$ cat config.mk
export PLATFORM = sky130hd
export DESIGN_NAME = bgcopy_shift_unit
export DESIGN_NICKNAME = d
export VERILOG_FILES = /design/src/hw/rtl/bgcopy_pkg.sv /design/src/hw/rtl/bgcopy_shift_unit.sv
export SDC_FILE = /design/constraint.sdc
export NUM_CORES = 1
export LEC_CHECK = 0
export ABC_AREA = 1
export BUFFER_PORTS_ARGS = -buffer_cell sky130_fd_sc_hd__buf_2
export CAP_MARGIN = 10
export CELL_PAD_IN_SITES_DETAIL_PLACEMENT = 0
export CELL_PAD_IN_SITES_GLOBAL_PLACEMENT = 2
export CORE_ASPECT_RATIO = 0.9
export CORE_UTILIZATION = 22
export DETAILED_ROUTE_END_ITERATION = 8
export PLACE_DENSITY = 0.95
export SETUP_SLACK_MARGIN = 0.3
export SLEW_MARGIN = 20
export SYNTH_ARGS = -nofsm -noshare
export SYNTH_HDL_FRONTEND = slang
export SYNTH_SLANG_ARGS = --single-unit
$ cat constraint.sdc
create_clock -name vclk -period 1.75
set_clock_uncertainty 0.05 [all_clocks]
set_input_delay 0.175 -clock vclk [all_inputs]
set_output_delay 0.175 -clock vclk [all_outputs]
set_load 0.005 [all_outputs]
$ cat src/hw/rtl/bgcopy_pkg.sv
// ----------------------------------------------------------------------------
// bgcopy_pkg: shared types and constants of the bit granular copy engine
// Command codes, field widths and the store request structure used by the
// sequencer and the byte store.
// ----------------------------------------------------------------------------
package bgcopy_pkg;

  // Command codes carried on in_command.
  localparam logic [2:0] CMD_WRITE     = 3'd0;
  localparam logic [2:0] CMD_READ      = 3'd1;
  localparam logic [2:0] CMD_COPY      = 3'd2;
  localparam logic [2:0] CMD_FILL_ZERO = 3'd3;
  localparam logic [2:0] CMD_FILL_ONE  = 3'd4;

  // Fixed widths.
  localparam int BYTE_W     = 8;
  localparam int CHUNK_W    = 4;   // holds a chunk length of 0 to 8 bits
  localparam int COUNT_W    = 16;
  localparam int POS_W      = 17;  // bit position, room for offset plus count
  localparam int IDX_W      = 14;  // byte index derived from a bit position
  localparam int ADDR_MAX_W = 20;  // largest store address width

  // One access to the byte store.
  typedef struct packed {
    logic                  rd_en;
    logic                  wr_en;
    logic [ADDR_MAX_W-1:0] addr;
    logic [BYTE_W-1:0]     wdata;
  } store_req_t;

endpackage

$ cat src/hw/rtl/bgcopy_shift_unit.sv
// ----------------------------------------------------------------------------
// bgcopy_shift_unit: chunk extract and merge unit
// Pulls up to eight bits out of a two-byte source window and merges them
// into a two-byte destination window, keeping the other destination bits.
// ----------------------------------------------------------------------------
module bgcopy_shift_unit
  import bgcopy_pkg::*;
(
  input  logic [2*BYTE_W-1:0] src_win,
  input  logic [2:0]          src_off,
  input  logic                fill_en,
  input  logic                fill_one,
  input  logic [CHUNK_W-1:0]  chunk_len,
  input  logic [2*BYTE_W-1:0] dst_win,
  input  logic [2:0]          dst_off,
  output logic [2*BYTE_W-1:0] merged,
  output logic                hi_touch
);

  logic [BYTE_W-1:0]   len_mask;
  logic [2*BYTE_W-1:0] src_shift;
  logic [BYTE_W-1:0]   chunk;
  logic [2*BYTE_W-1:0] dst_mask;
  logic [2*BYTE_W-1:0] dst_data;

  // Mask of the low chunk_len bits.
  assign len_mask = 8'hff >> (CHUNK_W'(8) - chunk_len);

  // Source chunk, or the fill pattern.
  assign src_shift = src_win >> src_off;
  assign chunk     = (fill_en ? {BYTE_W{fill_one}} : src_shift[BYTE_W-1:0]) & len_mask;

  // Place the chunk at the destination offset and merge.
  assign dst_mask = {{BYTE_W{1'b0}}, len_mask} << dst_off;
  assign dst_data = {{BYTE_W{1'b0}}, chunk} << dst_off;
  assign merged   = (dst_win & ~dst_mask) | dst_data;
  assign hi_touch = |dst_mask[2*BYTE_W-1:BYTE_W];

endmodule

### Word level (Yosys, flattened, before mapping)

Cells that the tools add are included.

| cells by class | value |
|---|---|
| add/subtract/negate cells | 1 |
| shift operators | 4 |
| multiplexer cells | 1 |
| bitwise operators | 4 |
| reduce and logical (&&, ||, !) cells | 1 |

Operators by type and width:

| kind | number |
|---|---|
| $shl 8x3->16 | 2 |
| $and 16x16->16 | 1 |
| $not 16->16 | 1 |
| $or 16x16->16 | 1 |
| $shr 16x3->8 | 1 |
| $and 8x8->8 | 1 |
| $mux 8 | 1 |
| $reduce_or 8->1 | 1 |
| $shr 8x4->8 const A | 1 |
| $sub 4x4->4 const A | 1 |

| storage, ports and cells | value |
|---|---|
| register bits | 0 |
| bits of input ports | 44 |
| output and inout port bits | 17 |
| word-level logic and storage cells | 11 |

### Depth between registers and ports, before layout

Gate-level depths: netlist (run 1).

| depth | value |
|---|---|
| depth in word-level cells | 6 |
| mapped depth | 14 |
| gate-level depth less buffers | 14 |

### Worst setup path after synthesis (run 1)

Ideal clock, no wire load.

| timing path | value |
|---|---|
| kind | input-to-output |
| start | input chunk_len[0] |
| end | output merged[8] |
| arrival time | 1.374 ns |
| required time | 1.525 ns |
| setup slack | 0.151 ns |
| stages on the path | 13 |
| path buffers | 0 |
| path through | inv_1 > ha_1 > nand2_1 > nand2_4 > nor2_1 > nand3_1 > nand2_1 > nand2_1 > nand2_1 > nand2_1 > and2_1 > nand2_1 > nand3_1 |

| between the ends | value |
|---|---|
| word-level cells in the longest chain between the ends | 6 |
| elaborated cells between the ends (all ways) | 8 |
| classes of those cells | add/sub (1); shift (3); bitwise (4) |

RTL lines:

| element | RTL line | text |
|---|---|---|
| start: declaration | bgcopy_shift_unit.sv:13 | `input logic [CHUNK_W-1:0] chunk_len,` |
| $sub 4x4->4 (*) | bgcopy_shift_unit.sv:27 | `assign len_mask = 8'hff >> (CHUNK_W'(8) - chunk_len);` |
| $shr 8x4->8 (*) | bgcopy_shift_unit.sv:27 |  |
| $shl 8x3->16 | bgcopy_shift_unit.sv:34 | `assign dst_mask = {{BYTE_W{1'b0}}, len_mask} << dst_off;` |
| $not 16->16 | bgcopy_shift_unit.sv:36 | `assign merged = (dst_win & ~dst_mask) \| dst_data;` |
| $and 16x16->16 | bgcopy_shift_unit.sv:36 |  |
| $or 16x16->16 (*) | bgcopy_shift_unit.sv:36 |  |
| end: declaration | bgcopy_shift_unit.sv:16 | `output logic [2*BYTE_W-1:0] merged,` |

Mark *: on every way between the ends. The rest lies on a longest branch, timed or not.

### Worst setup path in the final report (run 1)

| timing path | value |
|---|---|
| start | input chunk_len[1] |
| end | output merged[6] |

The elaborated chain is that of the path after synthesis.

==> summary.txt, run 1 <==
Finish
  • Register Area: 0 µm²
  • Clkbuf count: 0
  • Share of layout cells above drive strength 1: 0.344
  • Area grow syn2layout: 54.6%
  • # fillers: between 700 and 800
  • FFs & Latches: 0
  • N_diodes: 0
  • Final nets: 418

Global route
  • First-pass GRT wire length: approximately 8500 µm
  • Gr ovfl total: 0
  • Largest net degree at the start of global routing: 22
  • Initial antenna violation count: 0
  • GRT Resource Usage Total: 0.148
  • Vias in the first global route: around 2000

Timing
  • RSZ-0062 raised after global routing: true
  • Fin. Hold Viols: 0
  • Worst-margin pin slew: 0.386 ns
  • Fin crit share: 1.02
  • # setup viols final: 5
  • Maximum clock frequency: 559 MHz
  • Final Max Slew Viols: 0
  • TNS Setup: -0.137 ns
  • Tmin final: roughly 1.8 ns
  • Hold_ws: roughly 0.3 ns
  • Slew HR: 0.741
  • Final worst setup slack: -0.0387 ns

Drt
  • Detailed Route Iter0 Violations: ~140
  • Routed WL: slightly below 5000 µm
  • Vias per cell: about 4.6
  • Final ANT Viol Nets: 0
  • Detailed-route via count: around 2100
  • Pre-Repair DR Iteration Count: 4
  • Detailed-route DRC error count: 0
  • Routed WL per cell: between 10 and 15 µm

Job
  • Max-Cap Viols: 0

Logic synthesis
  • Dominant cell type by area after synthesis: nand3_1
  • Synth Cell Area: between 1000 and 1500 µm²
  • Ranking of synthesized cells by area: nand3_1 37%, nand2_1 32%, inv_1 6.2%, buf_2 2.9%, ha_1 2.7%
  • Register area share after synthesis: 0
  • Synth Instances: between 300 and 400
  • Synth warn: 0
  • Syn_area_per_cell: 4.62 µm²
  • Post-synthesis net count: 350
  • Area fraction of the dominant cell type after synthesis: 0.368
  • Yosys cell types: 28

Setup path
  • Crit path cell chain: buf_12 -> inv_16 -> ha_4 -> inv_2 -> nand2_4 -> nand2_8 -> nor2_4 -> nand3_2 -> nand3_1 -> nand2_1 -> a21oi_2 -> nand3_1 -> nand2_1 -> inv_1 -> buf_2
  • Slowest cell delay on critical path: approximately 0.14 ns
  • Crit. End Element: output pin
  • Crit-path max FO: 5
  • Crit-path leading delay family: simple AND/OR/NAND/NOR gates
  • Worst Path Arrival: ~1.6 ns
  • WS Path Type: primary input to output pin
  • Bufs and invs on worst path: 5
  • Data required, critical path: approximately 1.5 ns
  • Critical path startpoint category: primary input
  • CP max-delay cell: ha_4

Placed design
  • Post-DP HPWL: ~4000 µm
  • Port bufs: 58
  • Routability Congestion: just under 0.9

Floorplan
  • Die extent in x: about 86 µm
  • Row cnt: 27
  • Die height: 77.7 µm
  • Full die area: approximately 6700 µm²
  • Initial core utilization: 0.228
  • Core Box Area: 6150 µm²
  • Boundary pin count: between 60 and 70

Power and ir drop
  • Power Density: around 270 nW/µm²
  • Leakage: around 0.0012 µW
  • Peak supply drop: 0.0000936 V

Min path
  • Hold crit path type: primary input to output pin
  • Worst Hold End: merged[15]
  • Hold path startpoint: dst_win[15]
  • Hold Path Stages: 0

Clock network
  • Hold Buf Count CTS: 0

Outcome
  • Failing checks: negative setup slack
  • Status: finished with violations
-- stage by stage --
stage	util	cells	cell area, µm²	worst slack [ns]	power (µW)
floorplan	-	303	1470	0.272	322
global placement	0.317	454	1950	-0.137	512
detailed placement	0.317	454	1950	-0.158	515
CTS	0.336	455	2070	-0.00808	552
global route	0.352	456	2170	-0.184	656
finish	0.352	456	2170	-0.0387	581
-- layout by cell type (no fill, tap or decap), types with 2 or more instances in the layout --
master    synthesis  layout
buf_6             1       2
a21oi_1           4       2
nor2_1            6       4
clkinv_1          3       3
inv_1            23      19
buf_12            0       2
nand3_1         103      92
nor2_4            1       3
nand3_2           0      10
nand2_4           1       6
o21ai_1           2       3
nand2_2           5      11
nand4_1           4       4
inv_2             1       2
buf_2             8      55
a21oi_2           1       2
nand2_1         120     109
buf_4             2      19
-- worst max path at each step --
stage / startpoint / end / slack [ns] / cells past startpoint
floorplan: chunk_len[1] / merged[8] / 0.27 / 14
global placement: chunk_len[1] / merged[8] / -0.14 / 16
detailed placement: chunk_len[1] / merged[8] / -0.16 / 16
CTS: chunk_len[0] / merged[9] / -0.008 / 14
global route: chunk_len[1] / merged[10] / -0.18 / 15
finish: chunk_len[1] / merged[6] / -0.04 / 15
-- area by class of cell --
type                       instances  area (µm²)  area share
inverter                          27         138      0.0635
multi-input combinational        263        1430       0.658
tap                               87         109      0.0502
timing repair buffer              79         495       0.229
-- cell families after synthesis --
| kind of cell | share of synthesized area |
|---|---|
| buffers and inverters | 0.129 |
| adder cells (fa/ha/maj) | 0.0268 |
| multiplexers | 0.00714 |
| AO/OA/AOI/OAI | 0.0482 |
| AND/OR/NAND/NOR | 0.789 |
-- report_power, final --
part	leakage (µW)	total (µW)	internal, µW	switching (µW)
Sequential	0	0	0	0
Clock	0	0	0	0
Combinational	0.00120	581	243	338
-- layer usage --
| layer | up-vias | track usage | routed length [µm] |
|---|---|---|---|
| met1 | 909 | 0.207 | 2450 |
| met5 | - | 0 | 0 |
| met3 | 2 | 0.00745 | 164 |
| met4 | 0 | 0.0150 | 15 |
| met2 | 38 | 0.257 | 2240 |
| li1 | 1142 | - | - |
-- synth_stat cells --
| cell | instances |
|---|---|
| and2_1 | 1 |
| nor3_2 | 1 |
| clkbuf_2 | 1 |
| nor2_4 | 1 |
| nand4_1 | 4 |
| nand2_2 | 5 |
| a21oi_1 | 4 |
| a31oi_1 | 1 |
| mux2i_1 | 1 |
| buf_4 | 2 |
| buf_2 | 8 |
| a21oi_2 | 1 |
| nor3_1 | 2 |
| inv_1 | 23 |
| nand3_1 | 103 |
| o211ai_1 | 1 |
| nor2_2 | 1 |
| clkinv_1 | 3 |
| clkbuf_1 | 2 |
| nand2_4 | 1 |
| nor2_1 | 6 |
| o21ai_0 | 3 |
| o21ai_1 | 2 |
| nand2_1 | 120 |
| ha_1 | 3 |
| inv_2 | 1 |
| or2_1 | 1 |
| buf_6 | 1 |
-- repair_timing --
item,CTS,global route
buffers inserted,0,1
endpoints found under the hold margin,0,0
gates resized for setup,28,25
endpoints found under the setup margin,16,16
gates cloned,1,0
pin swaps,11,8
(Power assumes the default switching activity.)
==> inputs of run 2 (changes only) <==
--- a/config.mk
+++ b/config.mk
@@ -5,13 +5,12 @@
 export SDC_FILE = /design/constraint.sdc
 export NUM_CORES = 1
 export LEC_CHECK = 0
-export ABC_AREA = 1
 export BUFFER_PORTS_ARGS = -buffer_cell sky130_fd_sc_hd__buf_2
 export CAP_MARGIN = 10
 export CELL_PAD_IN_SITES_DETAIL_PLACEMENT = 0
 export CELL_PAD_IN_SITES_GLOBAL_PLACEMENT = 2
 export CORE_ASPECT_RATIO = 0.9
-export CORE_UTILIZATION = 22
+export CORE_UTILIZATION = 27
 export DETAILED_ROUTE_END_ITERATION = 8
 export PLACE_DENSITY = 0.95
 export SETUP_SLACK_MARGIN = 0.3
==> run 2 against run 1 <==
The run still ends with negative setup slack left. Setup slack lost 0.32 ns. Global-route usage is 6.1 points higher. Routed wire length up 18%. Die area down 15%. First-iteration DRC count decreased by 32%. Power is 39% higher. Critical path depth fell by 6. Largest power group unchanged. Highest routed layer unchanged.
==> summary.txt, run 2 <==
Floorplan
  • Row cnt: 24 (-11%)
  • Full die area: 5670 µm² (-15%)
  • Die extent in x: 79.3 µm (-7.9%)
  • Core Box Area: 5010 µm² (-18%)
  • Die height: 71.6 µm (-7.9%)
  • Initial core utilization: 0.289 (+0.0615)
  • Boundary pin count: 61 (unchanged)

Setup path
  • WS Path Type: primary input to output pin
  • Data required, critical path: 1.52 ns (about the same)
  • Crit. End Element: output pin
  • Worst Path Arrival: 1.88 ns (+0.32 ns)
  • Crit path cell chain: buf_12 -> buf_8 -> mux4_2 -> o22ai_4 -> nor4_4 -> a41oi_4 -> nand2_1 -> a31o_1 -> buf_2
  • Critical path startpoint category: primary input
  • Crit-path max FO: 5 (unchanged)
  • Slowest cell delay on critical path: 0.55 ns (+0.41 ns)
  • CP max-delay cell: mux4_2
  • Crit-path leading delay family: compound AO/OA/AOI/OAI gates
  • Bufs and invs on worst path: 3 (-2)

Finish
  • N_diodes: 0 (unchanged)
  • FFs & Latches: 0 (unchanged)
  • Clkbuf count: 0 (unchanged)
  • Post-route insts no fill: 369 (-19%)
  • Final nets: 353 (-16%)
  • # fillers: 478 (-34%)
  • Leading cell type in the layout, fill and taps excluded: buf_2
  • Area grow syn2layout: 82.2%
  • Final core occ: 0.527 (+0.175)
  • Area of the multi-input gates: 1610 µm² (+13%)
  • Share of layout cells above drive strength 1: 0.618 (+0.274)
  • Most frequent cells in the layout: 54 x buf_2, 52 x buf_4, 20 x nand2_1
  • Register Area: 0 µm² (unchanged)

Drt
  • Detailed-route DRC error count: 0 (unchanged)
  • Vias per cell: 5.39 (+18%)
  • Routed WL: 5770 µm (+18%)
  • Pre-Repair DR Iteration Count: 5 (+1)
  • Routed WL per cell: 15.6 µm (+46%)
  • Detailed-route via count: 1990 (-4.8%)
  • Detailed Route Iter0 Violations: 94 (-32%)
  • Final ANT Viol Nets: 0 (unchanged)

Timing
  • Tmin final: 2.10 ns (+0.316 ns)
  • # setup viols final: 16 (+11)
  • Slew HR: 0.756 (+0.0144)
  • Final Max Slew Viols: 0 (unchanged)
  • Maximum clock frequency: 475 MHz (-15%)
  • Worst-margin pin slew: 0.362 ns (-0.0239 ns)
  • Final worst setup slack: -0.355 ns (-0.316 ns)
  • RSZ-0062 raised after global routing: true
  • Fin crit share: 1.20 (+0.181)
  • Fin. Hold Viols: 0 (unchanged)

Global route
  • Largest net degree at the start of global routing: 22 (unchanged)
  • First-pass GRT wire length: 9680 µm (+14%)
  • Vias in the first global route: 1982 (+0.76%)
  • GRT Resource Usage Total: 0.209 (+0.0607)
  • Gr ovfl total: 0 (unchanged)
  • Initial antenna violation count: 0 (unchanged)

Power and ir drop
  • Peak supply drop: 0.000134 V (+43%)
  • Leakage: 0.00114 µW (-4.7%)
  • Power Density: 305 nW/µm² (+14%)

Logic synthesis
  • Synth Instances: 195 (-36%)
  • Yosys cell types: 57 (+100%)
  • Dominant cell type by area after synthesis: mux4_1
  • Synth Cell Area: 1450 µm² (+3.6%)
  • Post-synthesis net count: 242 (-31%)
  • Area fraction of the dominant cell type after synthesis: 0.127 (-0.241)
  • Register area share after synthesis: 0 (unchanged)
  • Synth cell count leaders: 26 x nand2_1, 14 x o21ai_0, 11 x a21oi_1
  • Synth warn: 0 (unchanged)
  • Ranking of synthesized cells by area: mux4_1 13%, nand2_1 6.7%, mux4_2 6.2%, o21ai_0 4.8%, a21oi_1 3.8%
  • Most common cell in the netlist: nand2_1
  • Syn_area_per_cell: 7.44 µm² (+61%)

Placed design
  • Number of cells after detailed placement: 356 (-22%)
  • Post-DP HPWL: 4360 µm (+8.2%)
  • Port bufs: 58 (unchanged)
  • Routability Congestion: 0.882 (+1.0%)

Outcome
  • Status: finished with violations
  • Failing checks: negative setup slack

Job
  • Max-Cap Viols: 0 (unchanged)

Min path
  • Hold crit path type: primary input to output pin
run 2: power by group:
part | internal [µW] | leakage [µW] | switching, µW
Combinational | 428 | 0.00114 | 379
Sequential | 0 | 0 | 0
Clock | 0 | 0 | 0
run 2: worst paths after layout:
check,from,end,slack [ns],cells past startpoint
setup / recovery,src_off[1],merged[9],-0.35,9
hold / removal,dst_win[15],merged[15],0.30,0
run 2: stage by stage:
stage | total power, µW | setup slack, ns | TNS, ns | hold WS (ns) | instance area, µm²
finish | 807 | -0.355 | -4.51 | 0.300 | 2640
global route | 869 | -0.452 | -5.82 | 0.300 | 2640
CTS | 758 | -0.420 | -5.30 | 0.300 | 2550
detailed placement | 663 | -0.465 | -6.23 | 0.300 | 2280
global placement | 656 | -0.462 | -5.97 | 0.300 | 2280
floorplan | 376 | -0.0241 | -0.0634 | 0.381 | 1600
run 2: area by class of cell:
cell class / instances / area share
tap: 65 / 0.0308
timing repair buffer: 123 / 0.339
inverter: 10 / 0.0208
multi-input combinational: 171 / 0.610
run 2: logic make-up after synthesis:
family	Yosys count	synth area share
AO/OA/AOI/OAI	73	0.368
AND/OR/NAND/NOR	73	0.262
multiplexers	19	0.247
buffers and inverters	24	0.0785
adder cells (fa/ha/maj)	4	0.0328
XOR/XNOR	2	0.0121
run 2: layer usage:
layer	routed length, µm	share of wire	track usage	vias to the layer above
li1	-	-	-	984
met1	2840	0.49	0.303	945
met2	2680	0.47	0.347	52
met3	150	0.026	0.0102	9
met4	89	0.015	0.0343	0
met5	0	0	0	-
run 2: timing repair:
action | in CTS | in global routing
pin swaps | 40 | 24
gates cloned | 1 | 0
resized for setup | 50 | 23
buffers inserted | 10 | 2
hold buffers | 0 | 0
endpoints found under the setup margin | 16 | 16
==> inputs of run 3 (changes only) <==
--- a/config.mk
+++ b/config.mk
@@ -9,7 +9,7 @@
 export CAP_MARGIN = 10
 export CELL_PAD_IN_SITES_DETAIL_PLACEMENT = 0
 export CELL_PAD_IN_SITES_GLOBAL_PLACEMENT = 2
-export CORE_ASPECT_RATIO = 0.9
+export CORE_ASPECT_RATIO = 1.1
 export CORE_UTILIZATION = 27
 export DETAILED_ROUTE_END_ITERATION = 8
 export PLACE_DENSITY = 0.95
==> run 3 against run 2 <==
Sequential share of layout area stayed put. Largest power group unchanged. Hold slack hardly changed. Via count is 0.95% lower. Largest cell class unchanged. The flow still finishes with violations (negative setup slack). Die area hardly changed. Cell count is 0.54% higher. Routed wire length is 6.6% lower. Utilization is 2.3 points lower. Design area is 2.8% lower. Global-route usage is 1.8 points lower. Critical path type unchanged. Critical path depth stayed put. Combinational power is 5.7% lower.
==> summary.txt, run 3 (synthesized netlist as in run 2, its figures left out) <==
Timing
  • Fin crit share: 1.18 (-0.0198)
  • Fin. Hold Viols: 0 (unchanged)
  • Worst-margin pin slew: 0.346 ns (-0.0161 ns)
  • Maximum clock frequency: 483 MHz (+1.7%)
  • RSZ-0062 raised after global routing: true
  • Slew HR: 0.767 (+0.0110)
  • Final worst setup slack: -0.320 ns (+0.0347 ns)
  • # setup viols final: 16 (unchanged)
  • Tmin final: 2.07 ns (-0.0347 ns)
  • Final Max Slew Viols: 0 (unchanged)
  • TNS Setup: -4.01 ns (+0.498 ns)

Power and ir drop
  • Power Density: 296 nW/µm² (-3.0%)
  • Sw Ratio: 0.465 (-0.00523)
  • Comb power frac: 1.000 (about the same)
  • Leakage: 0.00113 µW (-1.2%)
  • Peak supply drop: 0.000143 V (+7.4%)
  • Clk pwr share: 0 (unchanged)
  • Sequential Power Share: 0 (unchanged)
  • Switching pwr: 353 µW (-6.8%)
  • Total power after layout: 761 µW (-5.7%)
  • Int Pwr: 407 µW (-4.8%)

Floorplan
  • Core Box Area: 5100 µm² (+1.7%)
  • Boundary pin count: 61 (unchanged)
  • Full die area: 5670 µm² (about the same)
  • Row cnt: 27 (+13%)
  • Die height: 78.9 µm (+10%)
  • Die extent in x: 71.9 µm (-9.3%)
  • Initial core utilization: 0.285 (-0.00490)

Outcome
  • Failing checks: negative setup slack
  • Status: finished with violations

Job
  • Max-Cap Viols: 0 (unchanged)

Drt
  • Final ANT Viol Nets: 0 (unchanged)
  • Routed WL per cell: 14.5 µm (-7.1%)
  • Detailed-route via count: 1971 (-0.95%)
  • Pre-Repair DR Iteration Count: 4 (-1)
  • Detailed-route DRC error count: 0 (unchanged)
  • Detailed Route Iter0 Violations: 92 (-2.1%)
  • Vias per cell: 5.31 (-1.5%)
  • Routed WL: 5390 µm (-6.6%)

Setup path
  • Crit-path leading delay family: compound AO/OA/AOI/OAI gates
  • Crit-path max FO: 6 (+1)
  • Worst Path Arrival: 1.85 ns (-0.03 ns)
  • Critical path startpoint category: primary input
  • WS Path Type: primary input to output pin
  • Data required, critical path: 1.52 ns (about the same)
  • Crit. End Element: output pin
  • Slowest cell delay on critical path: 0.47 ns (-0.08 ns)
  • Bufs and invs on worst path: 3 (unchanged)
  • CP max-delay cell: mux4_2
  • Crit path cell chain: buf_12 -> buf_8 -> mux4_2 -> or2_1 -> a31oi_1 -> o22a_2 -> mux2i_1 -> a22o_1 -> buf_2

Placed design
  • Post-DP HPWL: 4260 µm (-2.2%)
  • Port bufs: 58 (unchanged)
  • Routability Congestion: 0.847 (-3.9%)
  • Number of cells after detailed placement: 361 (+1.4%)

Finish
  • FFs & Latches: 0 (unchanged)
  • # fillers: 496 (+3.8%)
  • Area grow syn2layout: 77.1%
  • Share of layout cells above drive strength 1: 0.619 (about the same)
  • Register Area: 0 µm² (unchanged)
  • N_diodes: 0 (unchanged)
  • Most frequent cells in the layout: 52 x buf_2, 52 x buf_4, 22 x nand2_1
  • Post-route insts no fill: 371 (+0.54%)
  • Clkbuf count: 0 (unchanged)
  • Final nets: 348 (-1.4%)

Min path
  • Hold Path Stages: 0 (unchanged)
  • Hold path startpoint: dst_win[15]
  • Worst Hold End: merged[15]
  • Hold crit path type: primary input to output pin

Global route
  • First-pass GRT wire length: 8950 µm (-7.6%)
  • Initial antenna violation count: 0 (unchanged)
  • Vias in the first global route: 1886 (-4.8%)
  • Largest net degree at the start of global routing: 22 (unchanged)
  • GRT Resource Usage Total: 0.191 (-0.0176)
  • Gr ovfl total: 0 (unchanged)

Clock network
  • Hold Buf Count CTS: 0 (unchanged)
## run 3: cell count changes in the layout (fill, tap and decap cells not counted), sizes merged
cell / previous run / this run
buf: 122 / 117
## run 3: power groups by stage
stage / Clock, µW / Sequential [µW] / Combinational (µW)
detailed placement: 0 / 0 / 649
finish: 0 / 0 / 761
floorplan: 0 / 0 / 376
global route: 0 / 0 / 828
CTS: 0 / 0 / 725
global placement: 0 / 0 / 639
## run 3: repair_timing
action                                  in CTS  in global routing
pin swaps                                   25                 14
gates cloned                                 0                  0
resized for setup                           51                 18
endpoints found under the setup margin      16                 16
buffers inserted                             7                  3
endpoints found under the hold margin        0                  0
## run 3: how the worst max path moves through the flow
stage	start	endpoint	slack [ns]	cells after the start
3_3_place_gp	src_off[1]	merged[2]	-0.50	8
4_1_cts	chunk_len[1]	merged[6]	-0.37	10
2_1_floorplan	src_off[1]	merged[4]	-0.02	7
3_5_place_dp	chunk_len[0]	merged[7]	-0.49	10
5_1_grt	chunk_len[1]	merged[10]	-0.46	10
6_report	src_off[1]	merged[11]	-0.32	9
## run 3: per-layer routing
layer	routed length [µm]	up-vias	track usage	share of wire
met5	0	-	0	0
met4	102	0	0.0431	0.019
met2	2780	64	0.352	0.52
li1	-	977	-	-
met1	2250	921	0.243	0.42
met3	252	9	0.00888	0.047
## run 3: per-stage QoR
step / worst slack (ns) / utilization / hold slack (ns) / cell area [µm²]
3_5_place_dp: -0.489 / 0.444 / 0.300 / 2270
5_1_grt: -0.455 / 0.504 / 0.300 / 2570
4_1_cts: -0.372 / 0.486 / 0.300 / 2480
6_report: -0.320 / 0.504 / 0.300 / 2570
2_1_floorplan: -0.0241 / - / 0.381 / 1600
3_3_place_gp: -0.497 / 0.444 / 0.300 / 2270
## run 3: final cells by class
| class | count | area (µm²) | area share |
|---|---|---|---|
| Multi-Input combinational cell | 171 | 1580 | 0.613 |
| Tap cell | 72 | 90.1 | 0.0351 |
| Inverter | 10 | 52.6 | 0.0204 |
| Timing Repair Buffer | 118 | 852 | 0.332 |
